### src/sv/url_percent_decoder_defines.svh
// Assertion macros shared by the URL percent decoder RTL.
`ifndef URL_PERCENT_DECODER_DEFINES_SVH
`define URL_PERCENT_DECODER_DEFINES_SVH

`ifndef SYNTHESIS

// Same-cycle implication, disabled while in reset.
`define UPD_ASSERT_IMP(label, clk, rst_n, ante, cons, msg) \
	label: assert property (@(posedge clk) disable iff (!rst_n) (ante) |-> (cons)) \
		else $error(msg);

// Next-cycle implication, disabled while in reset.
`define UPD_ASSERT_NXT(label, clk, rst_n, ante, cons, msg) \
	label: assert property (@(posedge clk) disable iff (!rst_n) (ante) |=> (cons)) \
		else $error(msg);

`else

`define UPD_ASSERT_IMP(label, clk, rst_n, ante, cons, msg)
`define UPD_ASSERT_NXT(label, clk, rst_n, ante, cons, msg)

`endif

`endif

### src/sv/upd_pkg.sv
// Types, character codes and helpers shared by the URL percent decoder.
package upd_pkg;

	localparam int LEN_W = 12;
	localparam logic [LEN_W-1:0] LEN_RESET = 12'hFFF;

	localparam int GQ_DEPTH = 4;
	localparam int GQ_AW = 2;

	localparam logic [7:0] CHR_PCT = 8'h25;
	localparam logic [7:0] CHR_PLUS = 8'h2B;
	localparam logic [7:0] CHR_SPACE = 8'h20;

	typedef enum logic [1:0] {
		PH_NONE,
		PH_PCT,
		PH_DIGIT
	} phase_t;

	typedef struct packed {
		logic ok;
		logic [3:0] val;
	} hex_t;

	// One accepted request's worth of results, up to three bytes.
	typedef struct packed {
		logic [2:0][7:0] bytes;
		logic [1:0] num;
		logic has_byte;
		logic last;
		logic trunc;
	} group_t;

	function automatic hex_t hex_digit(input logic [7:0] c);
		hex_t h;
		h.ok = 1'b1;
		h.val = 4'd0;
		if (c >= 8'h30 && c <= 8'h39) begin
			h.val = c[3:0];
		end else if (c >= 8'h61 && c <= 8'h66) begin
			h.val = 4'(c - 8'h57);
		end else if (c >= 8'h41 && c <= 8'h46) begin
			h.val = 4'(c - 8'h37);
		end else begin
			h.ok = 1'b0;
		end
		return h;
	endfunction

endpackage

### src/sv/upd_front.sv
// Front end: escape tracking, candidate bytes, length limit and config register.
module upd_front #(
	parameter int COUNT_BITS = 12
) (
	input  logic                          clk,
	input  logic                          arst_n,
	input  logic                          accept,
	input  logic [7:0]                    in_byte,
	input  logic                          in_last,
	input  logic                          cfg_valid,
	input  logic [upd_pkg::LEN_W-1:0]     cfg_data,
	output logic                          gq_push,
	output upd_pkg::group_t               gq_wr
);
	import upd_pkg::*;

	localparam int CMP_W = ((COUNT_BITS > LEN_W) ? COUNT_BITS : LEN_W) + 1;
	localparam logic [CMP_W-1:0] CNT_MAX = CMP_W'((64'd1 << COUNT_BITS) - 64'd1);

	logic [LEN_W-1:0]      max_length_q;
	phase_t                phase_q, phase_d;
	logic [7:0]            held_q, held_d;
	logic [COUNT_BITS-1:0] count_q;
	logic                  dropped_q;

	hex_t                  hx_b, hx_h;
	logic [2:0][7:0]       cand;
	logic [1:0]            cn;
	logic                  do_plain;
	logic [2:0]            fits;
	logic [1:0]            k;
	logic                  drop;
	logic [CMP_W-1:0]      cnt_ext, len_ext;

	assign hx_b = hex_digit(in_byte);
	assign hx_h = hex_digit(held_q);

	always_comb begin
		cand = '0;
		cn = 2'd0;
		phase_d = PH_NONE;
		held_d = held_q;
		do_plain = 1'b0;
		case (phase_q)
			PH_PCT: begin
				if (hx_b.ok) begin
					phase_d = PH_DIGIT;
					held_d = in_byte;
				end else begin
					cand[0] = CHR_PCT;
					cn = 2'd1;
					do_plain = 1'b1;
				end
			end
			PH_DIGIT: begin
				if (hx_b.ok) begin
					cand[0] = {hx_h.val, hx_b.val};
					cn = 2'd1;
				end else begin
					cand[0] = CHR_PCT;
					cand[1] = held_q;
					cn = 2'd2;
					do_plain = 1'b1;
				end
			end
			default: do_plain = 1'b1;
		endcase
		if (do_plain) begin
			if (in_byte == CHR_PCT) begin
				phase_d = PH_PCT;
			end else begin
				cand[cn] = (in_byte == CHR_PLUS) ? CHR_SPACE : in_byte;
				cn = cn + 2'd1;
			end
		end
		// flush a pending escape literally at the end of the string
		if (in_last) begin
			if (phase_d == PH_PCT) begin
				cand[cn] = CHR_PCT;
				cn = cn + 2'd1;
			end else if (phase_d == PH_DIGIT) begin
				cand[cn] = CHR_PCT;
				cand[2'(cn + 2'd1)] = held_d;
				cn = cn + 2'd2;
			end
		end
	end

	assign cnt_ext = CMP_W'(count_q);
	assign len_ext = CMP_W'(max_length_q);

	always_comb begin
		for (int i = 0; i < 3; i++) begin
			fits[i] = (2'(i) < cn) && (cnt_ext + CMP_W'(i) < len_ext)
				&& (cnt_ext + CMP_W'(i) < CNT_MAX);
		end
		k = fits[2] ? 2'd3 : (fits[1] ? 2'd2 : (fits[0] ? 2'd1 : 2'd0));
		drop = (cn > k);
	end

	always_comb begin
		gq_wr.bytes = cand;
		gq_wr.num = (k == 2'd0) ? 2'd1 : k;
		gq_wr.has_byte = (k != 2'd0);
		gq_wr.last = in_last;
		gq_wr.trunc = dropped_q | drop;
	end

	// drop requests that yield nothing unless they close the string
	assign gq_push = accept && ((k != 2'd0) || in_last);

	always_ff @(posedge clk or negedge arst_n) begin
		if (!arst_n) begin
			max_length_q <= LEN_RESET;
		end else if (cfg_valid) begin
			max_length_q <= cfg_data;
		end
	end

	always_ff @(posedge clk or negedge arst_n) begin
		if (!arst_n) begin
			phase_q <= PH_NONE;
			held_q <= 8'd0;
			count_q <= '0;
			dropped_q <= 1'b0;
		end else if (accept) begin
			if (in_last) begin
				phase_q <= PH_NONE;
				held_q <= 8'd0;
				count_q <= '0;
				dropped_q <= 1'b0;
			end else begin
				phase_q <= phase_d;
				held_q <= held_d;
				count_q <= count_q + COUNT_BITS'(k);
				dropped_q <= dropped_q | drop;
			end
		end
	end

endmodule

### src/sv/upd_gq.sv
// Short queue of result groups between the front and back ends.
module upd_gq (
	input  logic            clk,
	input  logic            arst_n,
	input  logic            push,
	input  upd_pkg::group_t wr,
	input  logic            pop,
	output upd_pkg::group_t rd,
	output logic            full,
	output logic            empty
);
	import upd_pkg::*;

	group_t             mem [GQ_DEPTH];
	logic [GQ_AW-1:0]   wr_ptr_q, rd_ptr_q;
	logic [GQ_AW:0]     cnt_q;
	logic               do_push, do_pop;

	assign full = (cnt_q == (GQ_AW+1)'(GQ_DEPTH));
	assign empty = (cnt_q == '0);
	assign do_push = push && !full;
	assign do_pop = pop && !empty;
	assign rd = mem[rd_ptr_q];

	always_ff @(posedge clk) begin
		if (do_push) begin
			mem[wr_ptr_q] <= wr;
		end
	end

	always_ff @(posedge clk or negedge arst_n) begin
		if (!arst_n) begin
			wr_ptr_q <= '0;
			rd_ptr_q <= '0;
			cnt_q <= '0;
		end else begin
			if (do_push) begin
				wr_ptr_q <= wr_ptr_q + 1'b1;
			end
			if (do_pop) begin
				rd_ptr_q <= rd_ptr_q + 1'b1;
			end
			cnt_q <= cnt_q + (GQ_AW+1)'(do_push) - (GQ_AW+1)'(do_pop);
		end
	end

endmodule

### src/sv/upd_back.sv
// Back end: unpacks one group at a time into single results for the reader.
module upd_back (
	input  logic            clk,
	input  logic            arst_n,
	input  upd_pkg::group_t gq_rd,
	input  logic            gq_empty,
	output logic            gq_pop,
	input  logic            pop,
	output logic            empty,
	output logic [7:0]      out_byte,
	output logic            has_byte,
	output logic            out_last,
	output logic            truncated
);
	import upd_pkg::*;

	group_t     cur_q;
	logic       cur_valid_q;
	logic [1:0] idx_q;
	logic       at_end;
	logic       taken;

	assign at_end = (idx_q == 2'(cur_q.num - 2'd1));
	assign taken = pop && cur_valid_q;
	// refill as soon as the held group is gone or its final result leaves
	assign gq_pop = !gq_empty && (!cur_valid_q || (taken && at_end));

	assign empty = !cur_valid_q;
	assign out_byte = cur_q.has_byte ? cur_q.bytes[idx_q] : 8'd0;
	assign has_byte = cur_q.has_byte;
	assign out_last = cur_q.last && at_end;
	assign truncated = cur_q.trunc;

	always_ff @(posedge clk) begin
		if (gq_pop) begin
			cur_q <= gq_rd;
		end
	end

	always_ff @(posedge clk or negedge arst_n) begin
		if (!arst_n) begin
			cur_valid_q <= 1'b0;
			idx_q <= 2'd0;
		end else if (gq_pop) begin
			cur_valid_q <= 1'b1;
			idx_q <= 2'd0;
		end else if (taken) begin
			if (at_end) begin
				cur_valid_q <= 1'b0;
			end else begin
				idx_q <= idx_q + 2'd1;
			end
		end
	end

endmodule

### src/sv/url_percent_decoder.sv
// Top level of the streaming URL percent decoder.
//
// Takes one encoded byte per cycle: push with full low. Each byte decodes into zero to three
// results (a broken escape is replayed literally, and the last byte flushes any held '%' and
// digit); a string that ends with nothing emitted gives one end-only result with has_byte low.
// The front end decides a byte's results and applies the max_length limit in the cycle it is
// accepted, and parks them as one group in a four-entry queue; the back end hands them out one
// per pop. A result is registered in the group queue and then in the back end before it can be
// popped. Input sustains one byte per cycle as long as the reader pops as many results as arrive;
// full rises only when the group queue is full. max_length is written through cfg_valid/cfg_ready,
// always ready, and should only change while no string is in flight.
`include "url_percent_decoder_defines.svh"

module url_percent_decoder #(
	parameter int COUNT_BITS = 12
) (
	input  logic                      clk,
	input  logic                      arst_n,
	input  logic                      push,
	output logic                      full,
	input  logic [7:0]                in_byte,
	input  logic                      in_last,
	output logic                      empty,
	input  logic                      pop,
	output logic [7:0]                out_byte,
	output logic                      has_byte,
	output logic                      out_last,
	output logic                      truncated,
	input  logic                      cfg_valid,
	output logic                      cfg_ready,
	input  logic [upd_pkg::LEN_W-1:0] cfg_data
);
	import upd_pkg::*;

	group_t gq_wr, gq_rd;
	logic   gq_push, gq_pop, gq_full, gq_empty;
	logic   accept;

	assign cfg_ready = 1'b1;
	assign full = gq_full;
	assign accept = push && !gq_full;

	upd_front #(
		.COUNT_BITS(COUNT_BITS)
	) u_front (
		.clk(clk),
		.arst_n(arst_n),
		.accept(accept),
		.in_byte(in_byte),
		.in_last(in_last),
		.cfg_valid(cfg_valid),
		.cfg_data(cfg_data),
		.gq_push(gq_push),
		.gq_wr(gq_wr)
	);

	upd_gq u_gq (
		.clk(clk),
		.arst_n(arst_n),
		.push(gq_push),
		.wr(gq_wr),
		.pop(gq_pop),
		.rd(gq_rd),
		.full(gq_full),
		.empty(gq_empty)
	);

	upd_back u_back (
		.clk(clk),
		.arst_n(arst_n),
		.gq_rd(gq_rd),
		.gq_empty(gq_empty),
		.gq_pop(gq_pop),
		.pop(pop),
		.empty(empty),
		.out_byte(out_byte),
		.has_byte(has_byte),
		.out_last(out_last),
		.truncated(truncated)
	);

	`UPD_ASSERT_IMP(a_marker_is_last, clk, arst_n, !empty && !has_byte, out_last && out_byte == 8'd0, "end-only result must close the string")
	`UPD_ASSERT_IMP(a_no_push_when_full, clk, arst_n, gq_push, !gq_full, "group pushed into a full queue")
	`UPD_ASSERT_IMP(a_group_not_empty, clk, arst_n, gq_pop, gq_rd.num != 2'd0, "group with no results reached the back end")
	`UPD_ASSERT_NXT(a_refill_visible, clk, arst_n, gq_pop, !empty, "loaded group not presented")

endmodule

### config.mk
export PLATFORM = sky130hd
export DESIGN_NAME = url_percent_decoder
export DESIGN_NICKNAME = d
export VERILOG_FILES = /design/src/sv/upd_pkg.sv /design/src/sv/upd_front.sv /design/src/sv/upd_gq.sv /design/src/sv/upd_back.sv /design/src/sv/url_percent_decoder.sv
export VERILOG_INCLUDE_DIRS = /design/src /design/src/sv
export SDC_FILE = /design/constraint.sdc
export NUM_CORES = 1
export LEC_CHECK = 0
export ABC_AREA = 1
export BUFFER_PORTS_ARGS = -buffer_cell sky130_fd_sc_hd__buf_4
export CAP_MARGIN = 20
export CORE_UTILIZATION = 30
export DETAILED_ROUTE_END_ITERATION = 8
export HOLD_SLACK_MARGIN = 0.05
export PLACE_DENSITY = 0.55
export SYNTH_ARGS = -nofsm -noshare
export SYNTH_HDL_FRONTEND = slang
export SYNTH_HIERARCHICAL = 1
export SYNTH_SLANG_ARGS = --single-unit
### constraint.sdc
create_clock -name clk -period 5.6 [get_ports clk]
set_input_delay 0.28 -clock clk [delete_from_list [all_inputs] [get_ports clk]]
set_output_delay 0.28 -clock clk [all_outputs]
set_load 0.005 [all_outputs]
== After elaboration in Yosys (flattened, before gate mapping) ==
Memory sizes are Yosys's and may differ from the RTL's. A register that Yosys moved wholly into a read port is not among the register bits.
Index checks and enable logic that the tools add are counted.

* Flip-flop bits (word level): 45
* Memory bits (writable): 116
* Input port bits: 26
* Word-level logic and storage cells: 168
* Memories: 1

* $add $sub $neg: 16
* $lt $le $gt $ge: 29
* Eq/ne operators: 9
* Multiplexer cells: 63
* Bitwise gates (word level): 4
* Reduce and logical (&&, ||, !) cells: 36

{| class="wikitable"
|+ Memories
! memory !! words !! width !! rd ports !! clocked after Yosys merged registers in !! wr ports !! line !! source
|-
| u_gq.mem || 4 || 29 || 1 || 1 || 1 || upd_gq.sv:14 || <nowiki>group_t mem [GQ_DEPTH];</nowiki>
|}

{| class="wikitable"
|+ Operators with widths
! kind !! number
|-
| two-way mux 24 bit || 5
|-
| two-way mux 8 bit || 12
|-
| bitwise mux 24 bit || 2
|-
| demux 8 bit (select 2 bit) || 3
|-
| two-way mux 2 bit || 17
|-
| greater-or-equal comparator 8 x 7 -> 1 bit, second input constant || 4
|-
| <= comparator 8 x 7 -> 1 bit, second input constant || 4
|-
| less-than comparator 13 x 12 -> 1 bit || 2
|-
| less-than comparator 13 x 12 -> 1 bit, second input constant || 2
|-
| two-way mux 4 bit || 6
|-
| logical AND 1 bit || 23
|-
| binary-select mux 8 bit (select 2 bit) || 1
|-
| == test 8 x 6 -> 1 bit, second input constant || 2
|-
| greater-or-equal comparator 8 x 6 -> 1 bit, second input constant || 2
|-
| <= comparator 8 x 6 -> 1 bit, second input constant || 2
|-
| one-hot mux 8 bit (2 select lines) || 1
|-
| subtractor 4 x 3 -> 4 bit, second input constant || 4
|-
| AND 15 bit || 1
|-
| NOT 15 bit || 1
|-
| adder 12 x 1 -> 13 bit, second input constant || 1
|-
| adder 12 x 2 -> 13 bit, second input constant || 1
|-
| two-way mux 1 bit || 13
|-
| adder 12 x 2 -> 12 bit || 1
|-
| less-than comparator 12 bit || 1
|-
| other kinds (28) || 46
|}

== Depth between registers and ports, before layout ==
Gate-level depths: netlist (run 1).

* Depth in word-level cells: 26
* Mapped depth: 33

== Cells and area by module ==
The synthesis (run 1) kept the hierarchy.

{| class="wikitable"
|+ By module, submodules not included
! module !! times used !! cells an instance !! area an instance (um2) !! seq. area each (um2)
|-
| upd_gq || 1 || 426 || 5072.4 || 3658.5
|-
| upd_front || 1 || 620 || 4169.0 || 890.9
|-
| upd_back || 1 || 106 || 1316.3 || 945.9
|-
| url_percent_decoder || 1 || 4 || 21.3 || 0.0
|}

== Worst setup path after synthesis (run 1) ==
OpenSTA, ideal clock, no wires.

* Path type: input to register
* Start point: in in_byte[1]
* End point: mem u_gq/mem[0][0] (netlist name), enable pin
* Library setup time: 0.415 ns
* Data arrival time: 4.443 ns
* Required time: 5.185 ns
* Path slack: 0.742 ns
* Cell stages on the path: 28
* Path buffers: 0
* Path through: inv_1 -> ha_1 -> nor2_1 -> nand2_1 -> nand3_4 -> nand2_8 -> nand2_1 -> nand2_1 -> inv_2 -> ha_1 -> or2_2 -> nand2_4 -> inv_2 -> nand2_1 -> inv_1 -> ha_1 -> or2_1 -> nand2_2 -> nand2_2 -> nand2_4 -> inv_2 -> nand2_2 -> nand3_2 -> nand3_2 -> nand2_1 -> nand2_1 -> nand2_1 -> nor2_1

{| class="wikitable"
|+ RTL lines
! element !! line !! source
|-
| from (decl) || url_percent_decoder.sv:21 || <nowiki>input logic [7:0] in_byte,</nowiki>
|-
| to (decl) || upd_gq.sv:14 ||
|}

== Worst setup path in the final report (run 1) ==
* Start point: reg u_front.phase_q[1]
* End point: reg u_front.count_q[8]

* Word-level cells in the longest chain between the ends: 17
* Elaborated cells on any way between the ends: 32
* Those cells by class: 4 x add/sub; 3 x order compare; 4 x eq/ne; 14 x mux; 7 x reduce/logical

{| class="wikitable"
|+ RTL lines
! element !! line !! source
|-
| from (decl) || upd_front.sv:21 || <nowiki>phase_t phase_q, phase_d;</nowiki>
|-
| from (signal assigned) || upd_front.sv:133 || <nowiki>phase_q <= phase_d;</nowiki>
|-
| == test 2 bit or == test 2 x 1 -> 1 bit (tied branches) || upd_front.sv:44 || <nowiki>case (phase_q)</nowiki>
|-
| one-hot mux 2 bit (2 select lines) || upd_front.sv:44 ||
|-
| adder 2 x 1 -> 2 bit || upd_front.sv:73 || <nowiki>cn = cn + 2'd1;</nowiki>
|-
| two-way mux 2 bit || upd_front.sv:69 || <nowiki>if (in_byte == CHR_PCT) begin</nowiki>
|-
| two-way mux 2 bit || upd_front.sv:68 || <nowiki>if (do_plain) begin</nowiki>
|-
| adder 2 bit || upd_front.sv:84 || <nowiki>cn = cn + 2'd2;</nowiki>
|-
| two-way mux 2 bit || upd_front.sv:81 || <nowiki>end else if (phase_d == PH_DIGIT) begin</nowiki>
|-
| two-way mux 2 bit || upd_front.sv:78 || <nowiki>if (phase_d == PH_PCT) begin</nowiki>
|-
| two-way mux 2 bit (*) || upd_front.sv:77 || <nowiki>if (in_last) begin</nowiki>
|-
| less-than comparator 1 x 2 -> 1 bit || upd_front.sv:94 || <nowiki>fits[i] = (2'(i) < cn) && (cnt_ext + CMP_W'(i) < len_ext)</nowiki>
|-
| logical AND 1 bit || upd_front.sv:94 ||
|-
| logical AND 1 bit || upd_front.sv:95 || <nowiki>&& (cnt_ext + CMP_W'(i) < CNT_MAX);</nowiki>
|-
| two-way mux 1 bit || upd_front.sv:97 || <nowiki>k = fits[2] ? 2'd3 : (fits[1] ? 2'd2 : (fits[0] ? 2'd1 : 2'd0));</nowiki>
|-
| two-way mux 2 bit || upd_front.sv:97 ||
|-
| two-way mux 2 bit (*) || upd_front.sv:97 ||
|-
| adder 12 x 2 -> 12 bit (*) || upd_front.sv:135 || <nowiki>count_q <= count_q + COUNT_BITS'(k);</nowiki>
|-
| two-way mux 12 bit (*) || upd_front.sv:127 || <nowiki>if (in_last) begin</nowiki>
|-
| to (signal assigned) || upd_front.sv:135 ||
|-
| to (decl) || upd_front.sv:23 || <nowiki>logic [COUNT_BITS-1:0] count_q;</nowiki>
|}

Every way passes the cells marked *; elsewhere a longest branch is shown, timed or not.
A chain may end at the register's enable or synchronous reset.

==> flow_summary.json, run 1 <==
{
  "wirelength_um": 24900,
  "cts_max_path_buffers": 2,
  "outcome": "complete, no violations",
  "pin_count": 40,
  "relSlewSlack_pct": 45.0,
  "hpwlAfterDp_um": 17500,
  "num_antenna_cells": 0,
  "firstDrtPassIters": 5,
  "synth.avg_cell_area_um2": 9.15,
  "fin_skew_ps": 18.8,
  "p_leak_uw": 0.00523,
  "fin_nets": 1289,
  "fin_total_pwr_uw": 4840,
  "comb_power_share_pct": 30.7,
  "std_cell_rows": 68,
  "syn_inst": 1156,
  "place_inst": 1626,
  "synth_top_cell_by_area": "edfxtp_1",
  "cp.required_ps": 5960,
  "cap_violations": 0,
  "track_usage_pct": 14.5,
  "die_x_um": 190,
  "synth_cell_types": 51,
  "critPathMaxStageDelay_ps": 410,
  "gp_congestion": 0.875,
  "p_clk_share_pct": 24.8,
  "clk_latency_ps": 430,
  "cp_max_fo": 4,
  "end_kind": "register",
  "drtIter0Drc": 502,
  "start_util_pct": 30.5,
  "clockRootBuffer": "clkbuf_16",
  "grt_start_max_net_pins": 61,
  "synth_top_area_share_pct": 41.2,
  "yosysSeqAreaShare_pct": 51.9,
  "synth.top_cells.by_area": "edfxtp_1 (41%), nand2_1 (9.1%), dfrtp_1 (7.8%), ha_1 (7.1%), inv_1 (5.1%)",
  "cts.reportedPaths.clkPinSlew_ps": 80,
  "finalCritPeriodShare_pct": 84.3,
  "startpoint_type": "register",
  "criticalPathCategory": "register to register",
  "ir_worst_vdd_mv": 0.253,
  "ant_nets": 0,
  "max_freq_ghz": 0.212,
  "grt_pass1_wl_um": 40400,
  "cts_resized": 0,
  "clkSinkCount": 190,
  "core_mm2": 0.0346,
  "switchingPower_uw": 1780,
  "antenna_found_initial": 0,
  "synth_warnings": 6,
  "drc": 0,
  "critPathSlowestCell": "fa_1",
  "hold_viol": 0,
  "die_h_um": 190,
  "grt_pass1_vias": 7447,
  "cts_tree": "done",
  "port-buffer-count": 38,
  "worstMarginPinSlew_ps": 816,
  "dieArea_mm2": 0.0360,
  "routedWlPerCell_um": 14.9,
  "crit_arrival_ps": 5080,
  "setup_tns_ps": 0,
  "setup_viol": 0,
  "syn-cell-area_mm2": 0.0106,
  "numCtsBuffers": 17,
  "post-place-ws_ps": 522,
  "setup_slack_ps": 879,
  "drive_gt1_share_pct": 14.9,
  "internal_power_uw": 3050,
  "hp-class": "input port to register",
  "synth-seq-cells": 190,
  "htree_num_levels": 4,
  "final_max_slew_viol_count": 0,
  "cp_common_cell": "ha_1",
  "via_count": 7681,
  "viasPerCell": 4.60,
  "p_seq_share_pct": 44.5,
  "fin_cells": 1669,
  "p_per_area_mw_per_mm2": 404,
  "grt-ovfl-total": 0,
  "p_sw_share_pct": 36.8,
  "fin_crit_ps": 4720,
  "rsz0062_at_grt": "false",
  "syn-num-nets": 1244,
  "syn2layout_area_growth_pct": 13.2
}
cells in the mapped netlist, drive strengths merged:
cell type,n
o211a,1
a32oi,4
a21oi,40
a22oi,5
o21bai,2
buf,21
xor2,10
o22ai,19
fa,2
clkbuf,10
o211ai,2
a211oi,1
inv,160
o2111ai,3
dfstp,12
nand3,38
or2,4
and3,1
nand4,7
nand2,288
o21ai,123
conb,1
nor2,144
a31o,2
nand3b,2
dfrtp,33
edfxtp,145
clkinv,1
ha,60
nor3,15
power by group through the flow:
stage          logic (uW)  clock network (uW)  registers [uW]
6_report             1490                1200            2150
5_1_grt              1710                1300            2190
4_1_cts              1520                1230            2150
3_5_place_dp         1500                   0            2180
3_3_place_gp         1480                   0            2170
2_1_floorplan        1120                   0            2100
cells in the final DEF, fill, tap and decap left out, types with 4 or more instances in the layout:
cell	instances
nand3_1	30
dlygate4sd3_1	11
inv_1	145
nor2_4	4
a22oi_1	5
nand3_2	7
inv_8	4
a21oi_1	39
inv_2	15
a32oi_1	4
nor2_1	129
clkbuf_16	17
nand2_2	23
xor2_1	9
ha_1	60
dfstp_2	12
o22ai_1	19
nand2_4	8
o21ai_2	11
dfrtp_1	32
o21ai_1	11
nor2_2	11
nand2_1	256
nand4_1	6
edfxtp_1	145
o21ai_0	101
buf_4	46
nor3_1	14
critical path: cells and delay by family (launching register included):
family / cells / cell delay (ps)
DFF: 1 / 380
AOI/OAI and AO/OA: 3 / 420
buffers and inverters: 6 / 350
and+or+nand+nor: 14 / 2030
adders and majority gates: 5 / 1440
cells by family (layout without fill, tap and decap cells):
family          Yosys count  count (layout)  share of synthesized area, %
compound gates          202             202                          10.9
fa+ha+maj                62              62                          7.47
other cells               1               1                        0.0354
xor+xnor                 10              10                         0.899
flops                   190             190                          51.9
simple gates            499             499                          21.0
buf+inv                 192             250                          7.72
state kept, by name (all words and copies together), names as in the netlist:
signal / flops
u_gq/cnt_q: 3
u_front/phase_q: 2
u_front/dropped_q: 1
u_back/cur_q: 27
u_back/has_byte: 1
u_front/count_q: 12
u_front/max_length_q: 12
u_gq/mem: 116
u_gq/wr_ptr_q: 2
u_back/idx_q: 2
u_back/cur_valid_q: 1
u_front/held_q: 8
u_back/truncated: 1
u_gq/rd_ptr_q: 2
per-stage QoR:
stage | area, um^2 | hold WS [ps] | utilization [%]
after floorplan | 10600 | -15.6 | -
after global routing | 12000 | 70.0 | 34.6
final | 12000 | 71.3 | 34.6
after detailed placement | 11300 | 348 | 32.6
after CTS | 12000 | 54.4 | 34.6
after global placement | 11300 | 346 | 32.6
final timing paths:
check / start / to / slack, ps / cells after the start
setup / recovery: u_front/phase_q[1] / u_front/count_q[8] / 880 / 28
hold / removal: cfg_data[5] / u_front/max_length_q[5] / 70 / 3
setup reg to reg: u_front/phase_q[1] / u_front/count_q[8] / 880 / 28
hold reg to reg: u_gq/rd_ptr_q[1] / u_gq/rd_ptr_q[1] / 490 / 2
max in group asynchronous: arst_n / u_gq/rd_ptr_q[0] / 4750 / 2
min in group asynchronous: arst_n / u_front/held_q[7] / 400 / 2
final cells by class:
class | instances | area [um^2]
flip-flops and latches | 190 | 5500
inverters | 161 | 604
clock buffers | 17 | 425
well taps | 455 | 569
repair buffers | 57 | 455
multi-input cells | 774 | 4280
clock inverters | 15 | 150
fillers | 3539 | 22700
layer usage:
layer  part of all wire [%]  wire length, um  GRT usage (%)  vias to the layer above
li1                       -                -              -                     3920
met1                     48            11900           19.8                     3596
met2                     47            11800           23.6                      136
met3                    3.1              779           2.03                       29
met4                    1.8              454           4.71                        0
met5                      0                0              0                        -
what timing repair did:
| action | 4_1_cts | 5_1_grt |
|---|---|---|
| hold buffers | 11 | 0 |
| setup buffers | 0 | 0 |
| endpoints found under the hold margin | 43 | 0 |
| setup endpoints to repair | 0 | 0 |
Power figures use the tool's default switching activity.
==> run 2: changes to the inputs <==
Clock period 5.6 ns to 4.55 ns, I/O delays scaled along.
==> flow_summary.json, run 2 (synthesized netlist as in run 1, its figures left out) <==
{
  "regMostFlops": "u_gq/mem",
  "cap_violations": 0,
  "cp_max_fo": 4,
  "startpoint_type": "register",
  "rsz0062_at_grt": "false",
  "final_common_cell": "nand2_1",
  "fin_skew_ps": 20.1,
  "final_max_slew_viol_count": 0,
  "setup_viol": 0,
  "hpwlAfterDp_um": 17800,
  "grt_util_met2_pct": 23.3,
  "outcome": "complete, no violations",
  "track_usage_pct": 14.3,
  "firstDrtPassIters": 5,
  "relSlewSlack_pct": 52.7,
  "p_per_area_mw_per_mm2": 493,
  "fin_nets": 1320,
  "max_freq_ghz": 0.238,
  "numCtsBuffers": 17,
  "num_antenna_cells": 0,
  "clk_latency_ps": 440,
  "crit_arrival_ps": 4560,
  "whs_ps": 95.5,
  "core_mm2": 0.0346,
  "start_util_pct": 30.5,
  "syn2layout_area_growth_pct": 16.4,
  "cts_tree": "done",
  "worst-r2r-setup-slack_ps": 350,
  "crit_start": "u_front/phase_q[1]",
  "hp-class": "input port to register",
  "post-place-ws_ps": -172,
  "routedWlPerCell_um": 14.6,
  "postLayoutCoreUtil_pct": 35.6,
  "worstReg2RegStart": "u_front/phase_q[1]",
  "clockRootBuffer": "clkbuf_16",
  "antenna_found_initial": 0,
  "port-buffer-count": 38,
  "wirelength_um": 24900,
  "critPathSlowestCell": "dfrtp_1",
  "fin_total_pwr_uw": 6080,
  "criticalPathCategory": "register to register",
  "setup_slack_ps": 351,
  "finalCritPeriodShare_pct": 92.3,
  "drtIter0Drc": 502,
  "pin_count": 40,
  "worstMarginPinSlew_ps": 702,
  "cp-endpoint": "u_gq/cnt_q[2]",
  "grt_start_max_net_pins": 63,
  "die_x_um": 190,
  "std_cell_rows": 68,
  "clkSinkCount": 190,
  "ir_worst_vdd_mv": 0.238,
  "gp_congestion": 0.915,
  "grtUsageMet1_pct": 19.4,
  "worst_r2r_path_depth": 30,
  "grt_pass1_wl_um": 40200,
  "grt-busiest-layer": "met2",
  "dieArea_mm2": 0.0360,
  "grt_pass1_vias": 7547,
  "end_kind": "register",
  "grt-ovfl-total": 0,
  "cts.reportedPaths.clkPinSlew_ps": 80,
  "drive_gt1_share_pct": 17.5,
  "cp.required_ps": 4910,
  "largest_register_ffs": 116,
  "hold_viol": 0,
  "ant_nets": 0,
  "htree_num_levels": 4,
  "via_count": 7821,
  "die_h_um": 190,
  "cts_max_path_buffers": 2,
  "r2r-end": "u_gq/cnt_q[2]",
  "fin_crit_ps": 4200,
  "critPathMaxStageDelay_ps": 390,
  "fillers": 3525,
  "viasPerCell": 4.60,
  "drc": 0,
  "final_cell_mix": "nand2_1 (255), inv_1 (145), edfxtp_1 (145)",
  "met3_usage_pct": 1.81,
  "p_leak_uw": 0.00539,
  "cp_common_cell": "nand2_1",
  "largestRegisters": "u_gq/mem (116), u_back/cur_q (27)"
}
[run 2: cell count changes in the layout (fill, tap and decap cells not counted), moves of 2 or more]
| cell | previous run | this run |
|---|---|---|
| ha_1 | 60 | 58 |
| inv_8 | 4 | 6 |
| buf_4 | 46 | 71 |
| clkinv_2 | 3 | 0 |
| ha_2 | 0 | 2 |
| dlygate4sd3_1 | 11 | 13 |
| buf_12 | 0 | 4 |
[run 2: worst min path at each step]
stage,from,cells past startpoint,to
floorplan,arst_n,0,u_back/cur_valid_q
global placement,arst_n,1,u_front/count_q[5]
detailed placement,arst_n,1,u_front/count_q[9]
CTS,in_last,1,u_gq/mem[2][1]
global route,in_last,1,u_gq/mem[2][1]
finish,in_last,1,u_gq/mem[2][1]
[run 2: what timing repair did]
item,4_1_cts,5_1_grt
endpoints found under the setup margin,0,4
endpoints found under the hold margin,45,0
setup buffers,0,1
gates resized for setup,0,9
hold buffers,13,0
[run 2: report_power, final]
part           leakage (uW)  internal, uW  switching, uW
clock              0.000283           787            745
sequential          0.00190          2430            194
combinational       0.00321           665           1260
[run 2: critical path, delay by kind of cell, from the launching register on]
kind                       cells  cell delay (ps)
and+or+nand+nor               17             1720
DFF                            1              390
adders and majority gates      6             1550
buffers and inverters          7              430
[run 2: layout make-up]
cell class / count / area, um^2 / share of cell area [%]
Inverter: 161 / 604 / 4.91
Timing Repair Buffer: 88 / 743 / 6.03
Sequential cell: 190 / 5500 / 44.6
Tap cell: 455 / 569 / 4.62
Multi-Input combinational cell: 774 / 4310 / 35.0
Clock buffer: 17 / 425 / 3.45
Clock inverter: 14 / 170 / 1.38
[run 2: routing by layer]
| metal | wire length, um | up-vias |
|---|---|---|
| met5 | 0 | - |
| met4 | 516 | 0 |
| met3 | 946 | 32 |
| met2 | 11600 | 167 |
| met1 | 11800 | 3637 |
| li1 | - | 3985 |
[run 2: stage by stage]
stage	TNS, ps	area (um^2)	instances
6_report	0	12300	1699
3_5_place_dp	-179	11600	1654
5_1_grt	0	12300	1699
2_1_floorplan	-29650	10600	1156
4_1_cts	0	12300	1698
3_3_place_gp	-62.2	11600	1654
